--- src/rtl/qpht_pkg.sv ---
// ----------------------------------------------------------------------------
// qpht_pkg
// Shared types and constants for the quadratic probing hash table core.
// ----------------------------------------------------------------------------
package qpht_pkg;

	localparam int TABLE_SLOTS = 16;
	localparam int SLOT_W      = $clog2(TABLE_SLOTS);
	localparam int KEY_BYTES   = 10;
	localparam int KEY_FIELD_W = 40;
	localparam int KEY_W       = 2 * KEY_FIELD_W;
	localparam int KEY_SLOTS   = KEY_W / 8;
	localparam int BYTE_CNT_W  = $clog2(KEY_SLOTS + 1);
	localparam int PAYLOAD_W   = 64;
	localparam int HASH_W      = 32;
	localparam int PROBE_CAP   = 16;
	localparam int PROBE_W     = $clog2(PROBE_CAP + 1);
	localparam int MAXP_W      = 5;
	localparam int OUT_SLOT_W  = 4;
	localparam int OUT_PROBE_W = 4;
	localparam int IDX_SUM_W   = SLOT_W + PROBE_W + 1;

	typedef enum logic {
		OP_INSERT = 1'b0,
		OP_SEARCH = 1'b1
	} opcode_t;

	typedef enum logic [1:0] {
		ST_INSERTED  = 2'd0,
		ST_FULL      = 2'd1,
		ST_FOUND     = 2'd2,
		ST_NOT_FOUND = 2'd3
	} status_t;

	typedef struct packed {
		logic [KEY_FIELD_W-1:0] key_high;
		logic [KEY_FIELD_W-1:0] key_low;
		logic [PAYLOAD_W-1:0]   payload;
	} entry_t;

	typedef struct packed {
		logic [SLOT_W-1:0]      home;
		logic [KEY_FIELD_W-1:0] key_high;
		logic [KEY_FIELD_W-1:0] key_low;
	} hash_res_t;

endpackage

--- src/rtl/qpht_ram.sv ---
// ----------------------------------------------------------------------------
// qpht_ram
// Generic single-write, single-read RAM with a registered read port.
// ----------------------------------------------------------------------------
module qpht_ram #(
	parameter int WIDTH = 8,
	parameter int DEPTH = 16
) (
	input  logic                     clk,
	input  logic                     we,
	input  logic [$clog2(DEPTH)-1:0] waddr,
	input  logic [WIDTH-1:0]         wdata,
	input  logic [$clog2(DEPTH)-1:0] raddr,
	output logic [WIDTH-1:0]         rdata
);

	logic [WIDTH-1:0] mem [DEPTH];

	always_ff @(posedge clk) begin
		if (we) begin
			mem[waddr] <= wdata;
		end
		rdata <= mem[raddr];
	end

endmodule

--- src/rtl/qpht_hash.sv ---
// ----------------------------------------------------------------------------
// qpht_hash
// Byte-serial key hasher: one key byte per cycle, h = h*31 + byte, stopping
// at the first zero byte, and builds the normalized key on the way.
// ----------------------------------------------------------------------------
module qpht_hash
	import qpht_pkg::*;
(
	input  logic                   clk,
	input  logic                   arst_n,
	input  logic                   start,
	input  logic [KEY_FIELD_W-1:0] key_high,
	input  logic [KEY_FIELD_W-1:0] key_low,
	output logic                   done,
	output hash_res_t              res
);

	logic                  run_q;
	logic                  done_q;
	logic                  ended_q;
	logic [BYTE_CNT_W-1:0] cnt_q;
	logic [KEY_W-1:0]      shift_q;
	logic [KEY_W-1:0]      norm_q;
	logic [HASH_W-1:0]     h_q;
	logic [7:0]            cur_byte;
	logic                  end_now;

	assign cur_byte = shift_q[KEY_W-1 -: 8];
	assign end_now  = ended_q || (cur_byte == 8'd0) ||
		(cnt_q >= BYTE_CNT_W'(KEY_BYTES));

	always_ff @(posedge clk or negedge arst_n) begin
		if (!arst_n) begin
			run_q  <= 1'b0;
			done_q <= 1'b0;
			cnt_q  <= '0;
		end else begin
			done_q <= 1'b0;
			if (start) begin
				run_q <= 1'b1;
				cnt_q <= '0;
			end else if (run_q) begin
				cnt_q <= cnt_q + 1'b1;
				if (cnt_q == BYTE_CNT_W'(KEY_SLOTS - 1)) begin
					run_q  <= 1'b0;
					done_q <= 1'b1;
				end
			end
		end
	end

	always_ff @(posedge clk) begin
		if (start) begin
			shift_q <= {key_high, key_low};
			h_q     <= '0;
			ended_q <= 1'b0;
		end else if (run_q) begin
			shift_q <= {shift_q[KEY_W-9:0], 8'd0};
			ended_q <= end_now;
			norm_q  <= {norm_q[KEY_W-9:0], (end_now ? 8'd0 : cur_byte)};
			if (!end_now) begin
				h_q <= (h_q << 5) - h_q + HASH_W'(cur_byte);
			end
		end
	end

	assign done         = done_q;
	assign res.home     = SLOT_W'(h_q % HASH_W'(TABLE_SLOTS));
	assign res.key_high = norm_q[KEY_W-1 -: KEY_FIELD_W];
	assign res.key_low  = norm_q[KEY_FIELD_W-1:0];

endmodule

--- src/rtl/quadratic_probe_hash_table_core.sv ---
// ----------------------------------------------------------------------------
// quadratic_probe_hash_table_core
// Open-addressing hash table with quadratic probing over a slot RAM.
// ----------------------------------------------------------------------------
// An operation is transferred at a clock edge where start is high and busy is
// low; opcode selects an insert of key_high/key_low with payload, or a search.
// The key is hashed one byte per cycle, then probe a reads slot (home + a*a)
// mod 16, one slot RAM read per cycle, pipelined so that a probe is issued
// while the previous one is evaluated. The result is shown on status,
// slot_index, probe_count and found_payload for exactly one cycle with done
// high; it is transferred at the edge that ends that cycle. A new start is
// taken in the cycle where done is high. max_probes is written through cfg_we
// and cfg_wdata; the user writes it only while the core is idle, which the
// core itself does not enforce. Reset clears all slot valid bits and sets
// max_probes to 16; the slot RAM needs no clearing pass. The receiver cannot
// stall, so results never wait.
// ----------------------------------------------------------------------------
module quadratic_probe_hash_table_core
	import qpht_pkg::*;
(
	input  logic                   clk,
	input  logic                   arst_n,
	input  logic                   start,
	output logic                   busy,
	input  logic                   opcode,
	input  logic [KEY_FIELD_W-1:0] key_high,
	input  logic [KEY_FIELD_W-1:0] key_low,
	input  logic [PAYLOAD_W-1:0]   payload,
	input  logic                   cfg_we,
	input  logic [MAXP_W-1:0]      cfg_wdata,
	output logic                   done,
	output logic [1:0]             status,
	output logic [OUT_SLOT_W-1:0]  slot_index,
	output logic [OUT_PROBE_W-1:0] probe_count,
	output logic [PAYLOAD_W-1:0]   found_payload
);

	typedef enum logic [2:0] {
		S_IDLE  = 3'b001,
		S_HASH  = 3'b010,
		S_PROBE = 3'b100
	} state_t;

	state_t                 state_q;
	logic [MAXP_W-1:0]      max_probes_q;
	logic [PROBE_W-1:0]     limit_q;
	logic [PROBE_W-1:0]     limit_d;
	opcode_t                op_q;
	logic [PAYLOAD_W-1:0]   payload_q;
	logic [TABLE_SLOTS-1:0] valid_q;

	logic                 hash_done;
	hash_res_t            hres;

	logic [SLOT_W-1:0]    idx_q;
	logic [PROBE_W-1:0]   a_q;
	logic [IDX_SUM_W-1:0] idx_sum;
	logic [SLOT_W-1:0]    idx_next;
	logic                 issue;

	logic                 live_s1;
	logic [SLOT_W-1:0]    idx_s1;
	logic [PROBE_W-1:0]   a_s1;
	logic                 vld_s1;

	entry_t               rd_entry;
	entry_t               wr_entry;
	logic                 ram_we;
	logic                 key_match;
	logic                 last_s1;
	logic                 finish;
	status_t              fin_status;
	logic                 fin_slot_hit;
	logic [PROBE_W-1:0]   fin_probes;

	qpht_hash u_hash (
		.clk      (clk),
		.arst_n   (arst_n),
		.start    (start && !busy),
		.key_high (key_high),
		.key_low  (key_low),
		.done     (hash_done),
		.res      (hres)
	);

	qpht_ram #(
		.WIDTH ($bits(entry_t)),
		.DEPTH (TABLE_SLOTS)
	) u_slot_ram (
		.clk   (clk),
		.we    (ram_we),
		.waddr (idx_s1),
		.wdata (wr_entry),
		.raddr (idx_q),
		.rdata (rd_entry)
	);

	assign busy = (state_q != S_IDLE);

	always_comb begin
		if (max_probes_q == '0) begin
			limit_d = PROBE_W'(1);
		end else if (max_probes_q > MAXP_W'(PROBE_CAP)) begin
			limit_d = PROBE_W'(PROBE_CAP);
		end else begin
			limit_d = PROBE_W'(max_probes_q);
		end
	end

	assign idx_sum  = IDX_SUM_W'(idx_q) + IDX_SUM_W'({a_q, 1'b1});
	assign idx_next = SLOT_W'(idx_sum % IDX_SUM_W'(TABLE_SLOTS));
	assign issue    = (state_q == S_PROBE) && (a_q < limit_q);

	assign key_match = (rd_entry.key_high == hres.key_high) &&
		(rd_entry.key_low == hres.key_low);
	assign last_s1   = (a_s1 == limit_q - 1'b1);

	always_comb begin
		finish       = 1'b0;
		fin_status   = ST_FULL;
		fin_slot_hit = 1'b0;
		fin_probes   = a_s1;
		ram_we       = 1'b0;
		if (live_s1) begin
			case (op_q)
				OP_INSERT: begin
					if (!vld_s1) begin
						finish       = 1'b1;
						fin_status   = ST_INSERTED;
						fin_slot_hit = 1'b1;
						ram_we       = 1'b1;
					end else if (last_s1) begin
						finish     = 1'b1;
						fin_status = ST_FULL;
					end
				end
				OP_SEARCH: begin
					if (!vld_s1) begin
						finish     = 1'b1;
						fin_status = ST_NOT_FOUND;
					end else if (key_match) begin
						finish       = 1'b1;
						fin_status   = ST_FOUND;
						fin_slot_hit = 1'b1;
					end else if (last_s1) begin
						finish     = 1'b1;
						fin_status = ST_NOT_FOUND;
					end
				end
				default: begin
					finish = 1'b0;
				end
			endcase
		end
	end

	assign wr_entry.key_high = hres.key_high;
	assign wr_entry.key_low  = hres.key_low;
	assign wr_entry.payload  = payload_q;

	always_ff @(posedge clk or negedge arst_n) begin
		if (!arst_n) begin
			state_q      <= S_IDLE;
			max_probes_q <= MAXP_W'(PROBE_CAP);
			live_s1      <= 1'b0;
			done         <= 1'b0;
			valid_q      <= '0;
		end else begin
			done    <= finish;
			live_s1 <= issue && !finish;
			if (cfg_we) begin
				max_probes_q <= cfg_wdata;
			end
			if (ram_we) begin
				valid_q[idx_s1] <= 1'b1;
			end
			case (state_q)
				S_IDLE: begin
					if (start) begin
						state_q <= S_HASH;
					end
				end
				S_HASH: begin
					if (hash_done) begin
						state_q <= S_PROBE;
					end
				end
				S_PROBE: begin
					if (finish) begin
						state_q <= S_IDLE;
					end
				end
				default: begin
					state_q <= S_IDLE;
				end
			endcase
		end
	end

	always_ff @(posedge clk) begin
		if (start && !busy) begin
			op_q      <= opcode_t'(opcode);
			payload_q <= payload;
			limit_q   <= limit_d;
		end
		if (state_q == S_HASH && hash_done) begin
			idx_q <= hres.home;
			a_q   <= '0;
		end else if (issue) begin
			idx_q <= idx_next;
			a_q   <= a_q + 1'b1;
		end
		idx_s1 <= idx_q;
		a_s1   <= a_q;
		vld_s1 <= valid_q[idx_q];
		if (finish) begin
			status        <= fin_status;
			slot_index    <= fin_slot_hit ? OUT_SLOT_W'(idx_s1) : '0;
			probe_count   <= OUT_PROBE_W'(fin_probes);
			found_payload <= (fin_status == ST_FOUND) ? rd_entry.payload : '0;
		end
	end

	a_done_after_probe: assert property (@(posedge clk) disable iff (!arst_n)
		done |-> $past(state_q == S_PROBE))
		else $error("result strobe without a probe phase");

	a_probe_within_limit: assert property (@(posedge clk) disable iff (!arst_n)
		done |-> (PROBE_W'(probe_count) < limit_q))
		else $error("probe count reached the probe limit");

	a_valid_monotonic: assert property (@(posedge clk) disable iff (!arst_n)
		1'b1 |=> ((valid_q & $past(valid_q)) == $past(valid_q)))
		else $error("slot valid bit was lost");

	a_busy_from_start: assert property (@(posedge clk) disable iff (!arst_n)
		$rose(busy) |-> $past(start))
		else $error("core went busy without a start transfer");

endmodule
--- config.mk ---
export PLATFORM = sky130hd
export DESIGN_NAME = quadratic_probe_hash_table_core
export DESIGN_NICKNAME = d
export VERILOG_FILES = /design/src/rtl/qpht_pkg.sv /design/src/rtl/qpht_ram.sv /design/src/rtl/qpht_hash.sv /design/src/rtl/quadratic_probe_hash_table_core.sv
export SDC_FILE = /design/constraint.sdc
export NUM_CORES = 2
export LEC_CHECK = 0
export BUFFER_PORTS_ARGS = -buffer_cell sky130_fd_sc_hd__buf_2
export CAP_MARGIN = 15
export CORE_MARGIN = 2
export CORE_UTILIZATION = 55
export DETAILED_ROUTE_END_ITERATION = 10
export GPL_TIMING_DRIVEN = 0
export PLACE_DENSITY_LB_ADDON = 0.05
export SLEW_MARGIN = 0
export SYNTH_ARGS = -nofsm -noshare
export SYNTH_HDL_FRONTEND = slang
export SYNTH_SLANG_ARGS = --single-unit
export TNS_END_PERCENT = 10
--- constraint.sdc ---
create_clock -name clk -period 16.96 [get_ports clk]
set_clock_uncertainty 0.05 [all_clocks]
set_input_delay 3.392 -clock clk [delete_from_list [all_inputs] [get_ports clk]]
set_output_delay 3.392 -clock clk [all_outputs]
set_load 0.05 [all_outputs]
# --- Yosys cells after proc, flatten, opt, wreduce, memory -nomap -nowiden ---
# Memory sizes are Yosys's and may differ from the RTL's. A register that Yosys moved wholly into a read port is not among the register bits.
# Index checks and enable logic that the tools add are counted.
word_totals:
  ram_bits: 2304
  register_bits: 388
  out_inout_bits: 76
  inputBits: 154
  memories: 1
  word_cells: 115
classes:
  n_reduce_logical: 18
  eq_ne: 12
  magnitude_cmp: 6
  mux: 42
  bitwise_logic: 4
  n_addsub: 6
mem_list:
  columns: ["memory", "depth", "width", "rd", "rd_ports_with_merged_regs", "write_ports", "line_no", "source"]
  rows:
  - ["u_slot_ram.mem", 16, 144, 1, 1, 1, "qpht_ram.sv:17", "logic [WIDTH-1:0] mem [DEPTH];"]
ops:
  columns: ["operator", "n"]
  rows:
  - ["2-to-1 mux 80 bit", 2]
  - ["equality test 40 bit", 2]
  - ["adder 32 x 8 -> 32 bit", 1]
  - ["subtractor 32 bit", 1]
  - ["2-to-1 mux 1 bit", 22]
  - ["2-to-1 mux 4 bit", 4]
  - ["bitwise OR 16 bit", 1]
  - ["< comparator 4 x 5 -> 1 bit (second input constant)", 2]
  - ["2-to-1 mux 3 bit", 3]
  - ["one-hot mux 3 bit (3 select lines)", 1]
  - ["logical NOT 8 bit", 1]
  - ["2-to-1 mux 2 bit", 4]
  - ["logical AND 1 bit", 6]
  - ["adder 5 x 1 -> 5 bit (second input constant)", 1]
  - ["equality test 5 bit", 1]
  - ["greater-than comparator 5 bit (second input constant)", 1]
  - ["logical NOT 5 bit", 1]
  - ["< comparator 5 bit", 1]
  - ["2-to-1 mux 5 bit", 1]
  - ["subtractor 5 x 1 -> 5 bit (second input constant)", 1]
  - ["adder 4 x 1 -> 4 bit (second input constant)", 1]
  - ["adder 4 bit", 1]
  - ["binary-select mux 1 bit (select 4 bit)", 1]
  - ["demux 1 bit (select 4 bit)", 1]
  - ["other kinds (19)", 27]

# --- Logic depth before layout (Yosys ltp) ---
depth:
  word_depth: 9
  mapped_depth: 10
  depth_no_buf: 10

# --- Hierarchy ---
# A second synthesis with hierarchy kept.
unflattened:
  cells_unflattened: 4614
  hier_area_um2: 103697.0
by_module_without_submodules:
  columns: ["module", "cells_per_inst", "instances", "seq_area_each_um2", "area_each_um2"]
  rows:
  - ["qpht_ram", 3773, 1, 72069.1, 89444.5]
  - ["quadratic_probe_hash_table_core", 514, 1, 5397.7, 7793.7]
  - ["qpht_hash", 327, 1, 5054.8, 6458.7]

# --- Worst setup path after synthesis ---
# Ideal clock, no wire load.
synth_timing:
  path_kind: "reg-to-reg"
  from: "register op_q"
  to: "register valid_q[0]"
  setup_ns: 0.127
  period_less_slack_ns: 12.119
  t_arrival_ns: 11.942
  stages_incl_launch_ff: 5
  path_slack_ns: 4.841
  path_buffers: 0
  t_required_ns: 16.783
  cell_sequence: "edfxtp_1 > nor3b_2 > or3b_2 > nor3_1 > or2_2"
synth_via:
  elab_chain_len: 2
synth_rtl:
  columns: ["element", "line_no", "source"]
  rows:
  - ["start, declared", "quadratic_probe_hash_table_core.sv:48", "opcode_t op_q;"]
  - ["start signal, assigned", "quadratic_probe_hash_table_core.sv:202", "op_q <= opcode_t'(opcode);"]
  - ["2-to-1 mux 1 bit", "quadratic_probe_hash_table_core.sv:125", "case (op_q)"]
  - ["2-to-1 mux 1 bit", "quadratic_probe_hash_table_core.sv:124", "if (live_s1) begin"]
  - ["end signal, assigned", "quadratic_probe_hash_table_core.sv:167", "valid_q <= '0;"]
  - ["end signal, assigned by index", "quadratic_probe_hash_table_core.sv:175", "valid_q[idx_s1] <= 1'b1;"]
  - ["end, declared", "quadratic_probe_hash_table_core.sv:50", "logic [TABLE_SLOTS-1:0] valid_q;"]
# Every way passes these cells.
# A chain may end at the register's enable or synchronous reset.

# --- Worst setup path in the final report ---
layout_timing:
  from: "register state_q[0]"
  to: "output busy"
layout_via:
  elab_chain_len: 1
layout_rtl:
  columns: ["element", "line_no", "source"]
  rows:
  - ["start, declared", "quadratic_probe_hash_table_core.sv:44", "state_t state_q;"]
  - ["start signal, assigned", "quadratic_probe_hash_table_core.sv:163", "state_q <= S_IDLE;"]
  - ["start signal, assigned", "quadratic_probe_hash_table_core.sv:180", "state_q <= S_HASH;"]
  - ["start signal, assigned", "quadratic_probe_hash_table_core.sv:185", "state_q <= S_PROBE;"]
  - ["inequality test 3 x 1 -> 1 bit", "quadratic_probe_hash_table_core.sv:98", "assign busy = (state_q != S_IDLE);"]
  - ["end, declared", "quadratic_probe_hash_table_core.sv:24", "output logic busy,"]
# Every way passes these cells.

==> flow_summary_export.csv <==
group,metric,value,unit
logic_synthesis,synth.top_cell.area_share,0.757,
logic_synthesis,synth-seq-cells,2808,
worst_setup_path,worst-path-buf-inv,1,
logic_synthesis,yosys_warnings,0,
floorplan,floorplan.die.width,438,microns
logic_synthesis,synthMuxAreaShare,0.165,
detailed_routing,routed_vias,47500,
power_and_ir_drop,max-vdd-ir-drop,104,uV
placement,total_of_buffers_placed_on_input_and_output_ports,229,
status,run_status,"finished, final reports clean",
detailed_routing,drt_iter0_drc,5480,
cts,cts_hold_repair.buffers,0,
layout,layout_nets,5120,
cts,cts-resized-gates,0,
timing,tightest_slew,1.18,ns
power_and_ir_drop,power.share.combinational,0.047,
power_and_ir_drop,power.sequential.fraction,0.569,
worst_setup_path,slowest_stage_delay_on_critical_path,0.56,ns
logic_synthesis,yosysTopAreaCell,"edfxtp_1",
detailed_routing,drt-vias-per-instance,6.20,
timing,timing.final.setup_violations,0,
logic_synthesis,yosys.area_share.adder,0.00244,
logic_synthesis,synth_compound_gate_area_share,0.00288,
timing,final.min_clock_period,5.63,ns
global_routing,wire_length_of_the_first_global_routing_pass,357,mm
detailed_routing,ant_nets,0,
worst_setup_path,critPathKind,"register to output pin",
global_routing,grt_use_total,0.266,
floorplan,boundaryPins,230,
global_routing,grt.overflow.total,0,
layout,postLayoutCellArea,0.121,sq mm
power_and_ir_drop,power.density,134,mW/mm^2
timing,top_achievable_clock_speed,178,MHz
floorplan,die_height,438,microns
cts,maximum_clock_insertion_buffer_count,4,
logic_synthesis,synth.most_common_cell,"edfxtp_1",
layout,layout-area-overhead-vs-synth,16.7,%
min_path,hp-class,"register to register",
worst_setup_path,worstPathRequired,13.52,ns
logic_synthesis,synth.avg_cell_area,24.6,sq um
logic_synthesis,synth_fp_nets,4379,
cts,path_clk_slew,0.07,ns
logic_synthesis,synth.yosys.seq_area_share,0.796,
logic_synthesis,synthCells,4206,
detailed_routing,dr.pass1.iters,5,
power_and_ir_drop,internal-power,0.0125,W
power_and_ir_drop,power.static_leakage,39.2,nW
power_and_ir_drop,clkPwrFrac,0.384,
cts,htree_num_levels,5,
cts,clock_insertion_delay_worst_skew,0.94,ns
logic_synthesis,synth_top_family_by_area,"multiplexers",
power_and_ir_drop,switching_power,0.00368,W
timing,rsz0062_at_grt,"no",
worst_setup_path,slowest_stage,"dfstp_2",
global_routing,number_of_global_route_vias_before_repair,48200,
layout,layout.core_utilization,0.645,
worst_setup_path,setup.reg_to_reg.worst_slack,12.06,ns
placement,place_area,0.112,sq mm
timing,fin_ws,11.33,ns
floorplan,initial_utilization,0.553,
floorplan,core-area,0.188,sq mm
worst_setup_path,endpoint_kind,"output pin",
detailed_routing,drcViolationCount,0,
flow_run,max_cap_check_violation_count,0,
logic_synthesis,synthArstFlopShare,0.0114,
logic_synthesis,synth_area,0.104,sq mm
worst_setup_path,worst_ep_arrival_time,2.19,ns
timing,layout_worst_path_cycle_share,0.332,
cts,numCtsBuffers,298,
worst_setup_path,worst-path-max-fanout,4,
logic_synthesis,synth_simple_gate_area_frac,0.0130,
logic_synthesis,synthTopCellsByArea,"edfxtp_1 (76%), mux4_2 (16%), dfxtp_1 (3.2%), mux2_2 (0.84%), dfrtp_1 (0.72%)",
placement,gpl_congestion,0.736,
timing,maxSlewHeadroom,0.213,
logic_synthesis,yosys_most_used_dff,"edfxtp_1",
logic_synthesis,synth.top_cells.by_count,"edfxtp_1 (2612), mux4_2 (722), dfxtp_1 (164)",
layout,drive_above_1_share,0.344,
logic_synthesis,synth-edff-count,2612,
detailed_routing,detail_route.wl_per_cell,33.0,microns
floorplan,num_rows,159,
cts,post_cts_buffers,0,
power_and_ir_drop,p_total,0.0162,W
worst_setup_path,worstPathCellList,"or3b_2 > buf_2",
worst_setup_path,largest_delay_contributor_family_on_the_critical_path,"flip-flops",
floorplan,dieArea,0.192,sq mm
cts,clk_root_buffer_cell,"clkbuf_16",
global_routing,grt_antenna_before_repair,5,
worst_setup_path,critPathLaunchType,"register",
cts,tritoncts,"done",
placement,detailed_place_hpwl,161,mm
detailed_routing,routed_wire_length,253,mm
timing,timing.final.hold_violations,0,
logic_synthesis,post_synth_num_cell_types,52,
timing,total_count_of_max_transition_violations_in_the_final_report,0,
placement,dp_worst_slack,11.04,ns
global_routing,grt_max_degree,70,
logic_synthesis,synth-xor-area-share,0.00752,
cts,clock_sink_count,2808,
power_and_ir_drop,switching_share,0.227,
[area by class of cell]
| type | count | area, sq um |
|---|---|---|
| antenna | 2 | 5.00 |
| inverter | 25 | 93.8 |
| clock buffer | 421 | 8380 |
| buffer | 184 | 1240 |
| tap | 2495 | 3120 |
| multi-input combinational | 1189 | 20000 |
| sequential | 2808 | 82500 |
| fill | 12200 | 66600 |
| timing repair buffer | 441 | 4780 |
| clock inverter | 93 | 892 |
[cells by family (layout without fill, tap and decap cells)]
| family | Yosys count | after routing |
|---|---|---|
| and+or+nand+nor | 233 | 233 |
| other | 0 | 2 |
| muxes | 801 | 801 |
| DFF | 2808 | 2808 |
| buffers and inverters | 209 | 1164 |
| AOI/OAI and AO/OA | 47 | 47 |
| xor gates and xnor gates | 89 | 89 |
| adders and majority gates | 19 | 19 |
[power groups by stage]
stage	Sequential (W)	Combinational, W	Clock [W]
6_report	0.00923	0.000755	0.00623
5_1_grt	0.00932	0.000802	0.00660
4_1_cts	0.00923	0.000769	0.00634
3_5_place_dp	0.00937	0.000763	0
3_3_place_gp	0.00936	0.000710	0
2_1_floorplan	0.00906	0.000429	0
[routing by layer]
metal	global-route usage	up-vias	wire, microns
li1	-	19300	-
met1	0.375	26000	103000
met2	0.437	1865	127000
met3	0.0425	349	16500
met4	0.0804	2	7110
met5	0	-	13
[cells in the final DEF (no fill, tap or decap), drive strengths merged, types with 4 or more instances in the layout]
cell type,Yosys,layout
a211oi,4,4
a21o,4,4
a21oi,16,16
and2,86,86
buf,115,556
bufinv,0,18
clkbuf,69,490
clkinv,0,67
clkinvlp,0,6
dfrtp,30,30
dfxtp,164,164
edfxtp,2612,2612
ha,17,17
inv,25,27
mux2,77,77
mux4,722,722
nand2,17,17
nand2b,9,9
nand3,6,6
nand3b,4,4
nand4,22,22
nor2,34,34
nor2b,4,4
nor3,10,10
nor3b,4,4
nor4,9,9
o21a,5,5
o21ai,6,6
or2,17,17
or3,4,4
xnor2,71,71
xor2,18,18
[flip-flops by register name, indices dropped and copies added, names as in the netlist, 5 cells and up]
name and flops:
payload_q 64, a_q 5, valid_q 16, found_payload 64, u_hash.norm_q 80, u_slot_ram.rdata 144
max_probes_q 5, u_slot_ram.mem 2304, a_s1 5, u_hash.shift_q 80, limit_q 5
[stage by stage]
stage	instances	hold slack, ns	TNS, ns
2_1_floorplan	4206	0.296	0
3_3_place_gp	6930	0.324	-7580.12
3_5_place_dp	7141	0.330	0
4_1_cts	7655	0.333	0
5_1_grt	7657	0.352	0
6_report	7658	0.331	0
[worst paths after layout]
path                                                   from                              end  depth (start not counted)
worst max-delay path                 state_q[0]$_DFFE_PN1P_                             busy                          2
worst min-delay path                    a_q[4]$_SDFFE_PP0P_                  a_s1[4]$_DFF_P_                          0
worst max register to register  u_hash.norm_q[61]$_DFFE_PP_  found_payload[26]$_SDFFCE_PP0P_                          7
worst min register to register          a_q[4]$_SDFFE_PP0P_                  a_s1[4]$_DFF_P_                          0
max in group asynchronous                            arst_n      max_probes_q[2]$_DFFE_PN0P_                          1
min in group asynchronous                            arst_n           valid_q[8]$_DFFE_PN0P_                          1
[worst reg2reg max path: stages (launching register included)]
cell,delay [ns]
edfxtp_1,0.67
xnor2_2,0.78
nand4_1,0.61
nor4_1,0.52
nand4_1,0.42
nor3_4,0.78
clkbuf_2,0.62
and2_1,0.30
(Power assumes the default switching activity.)
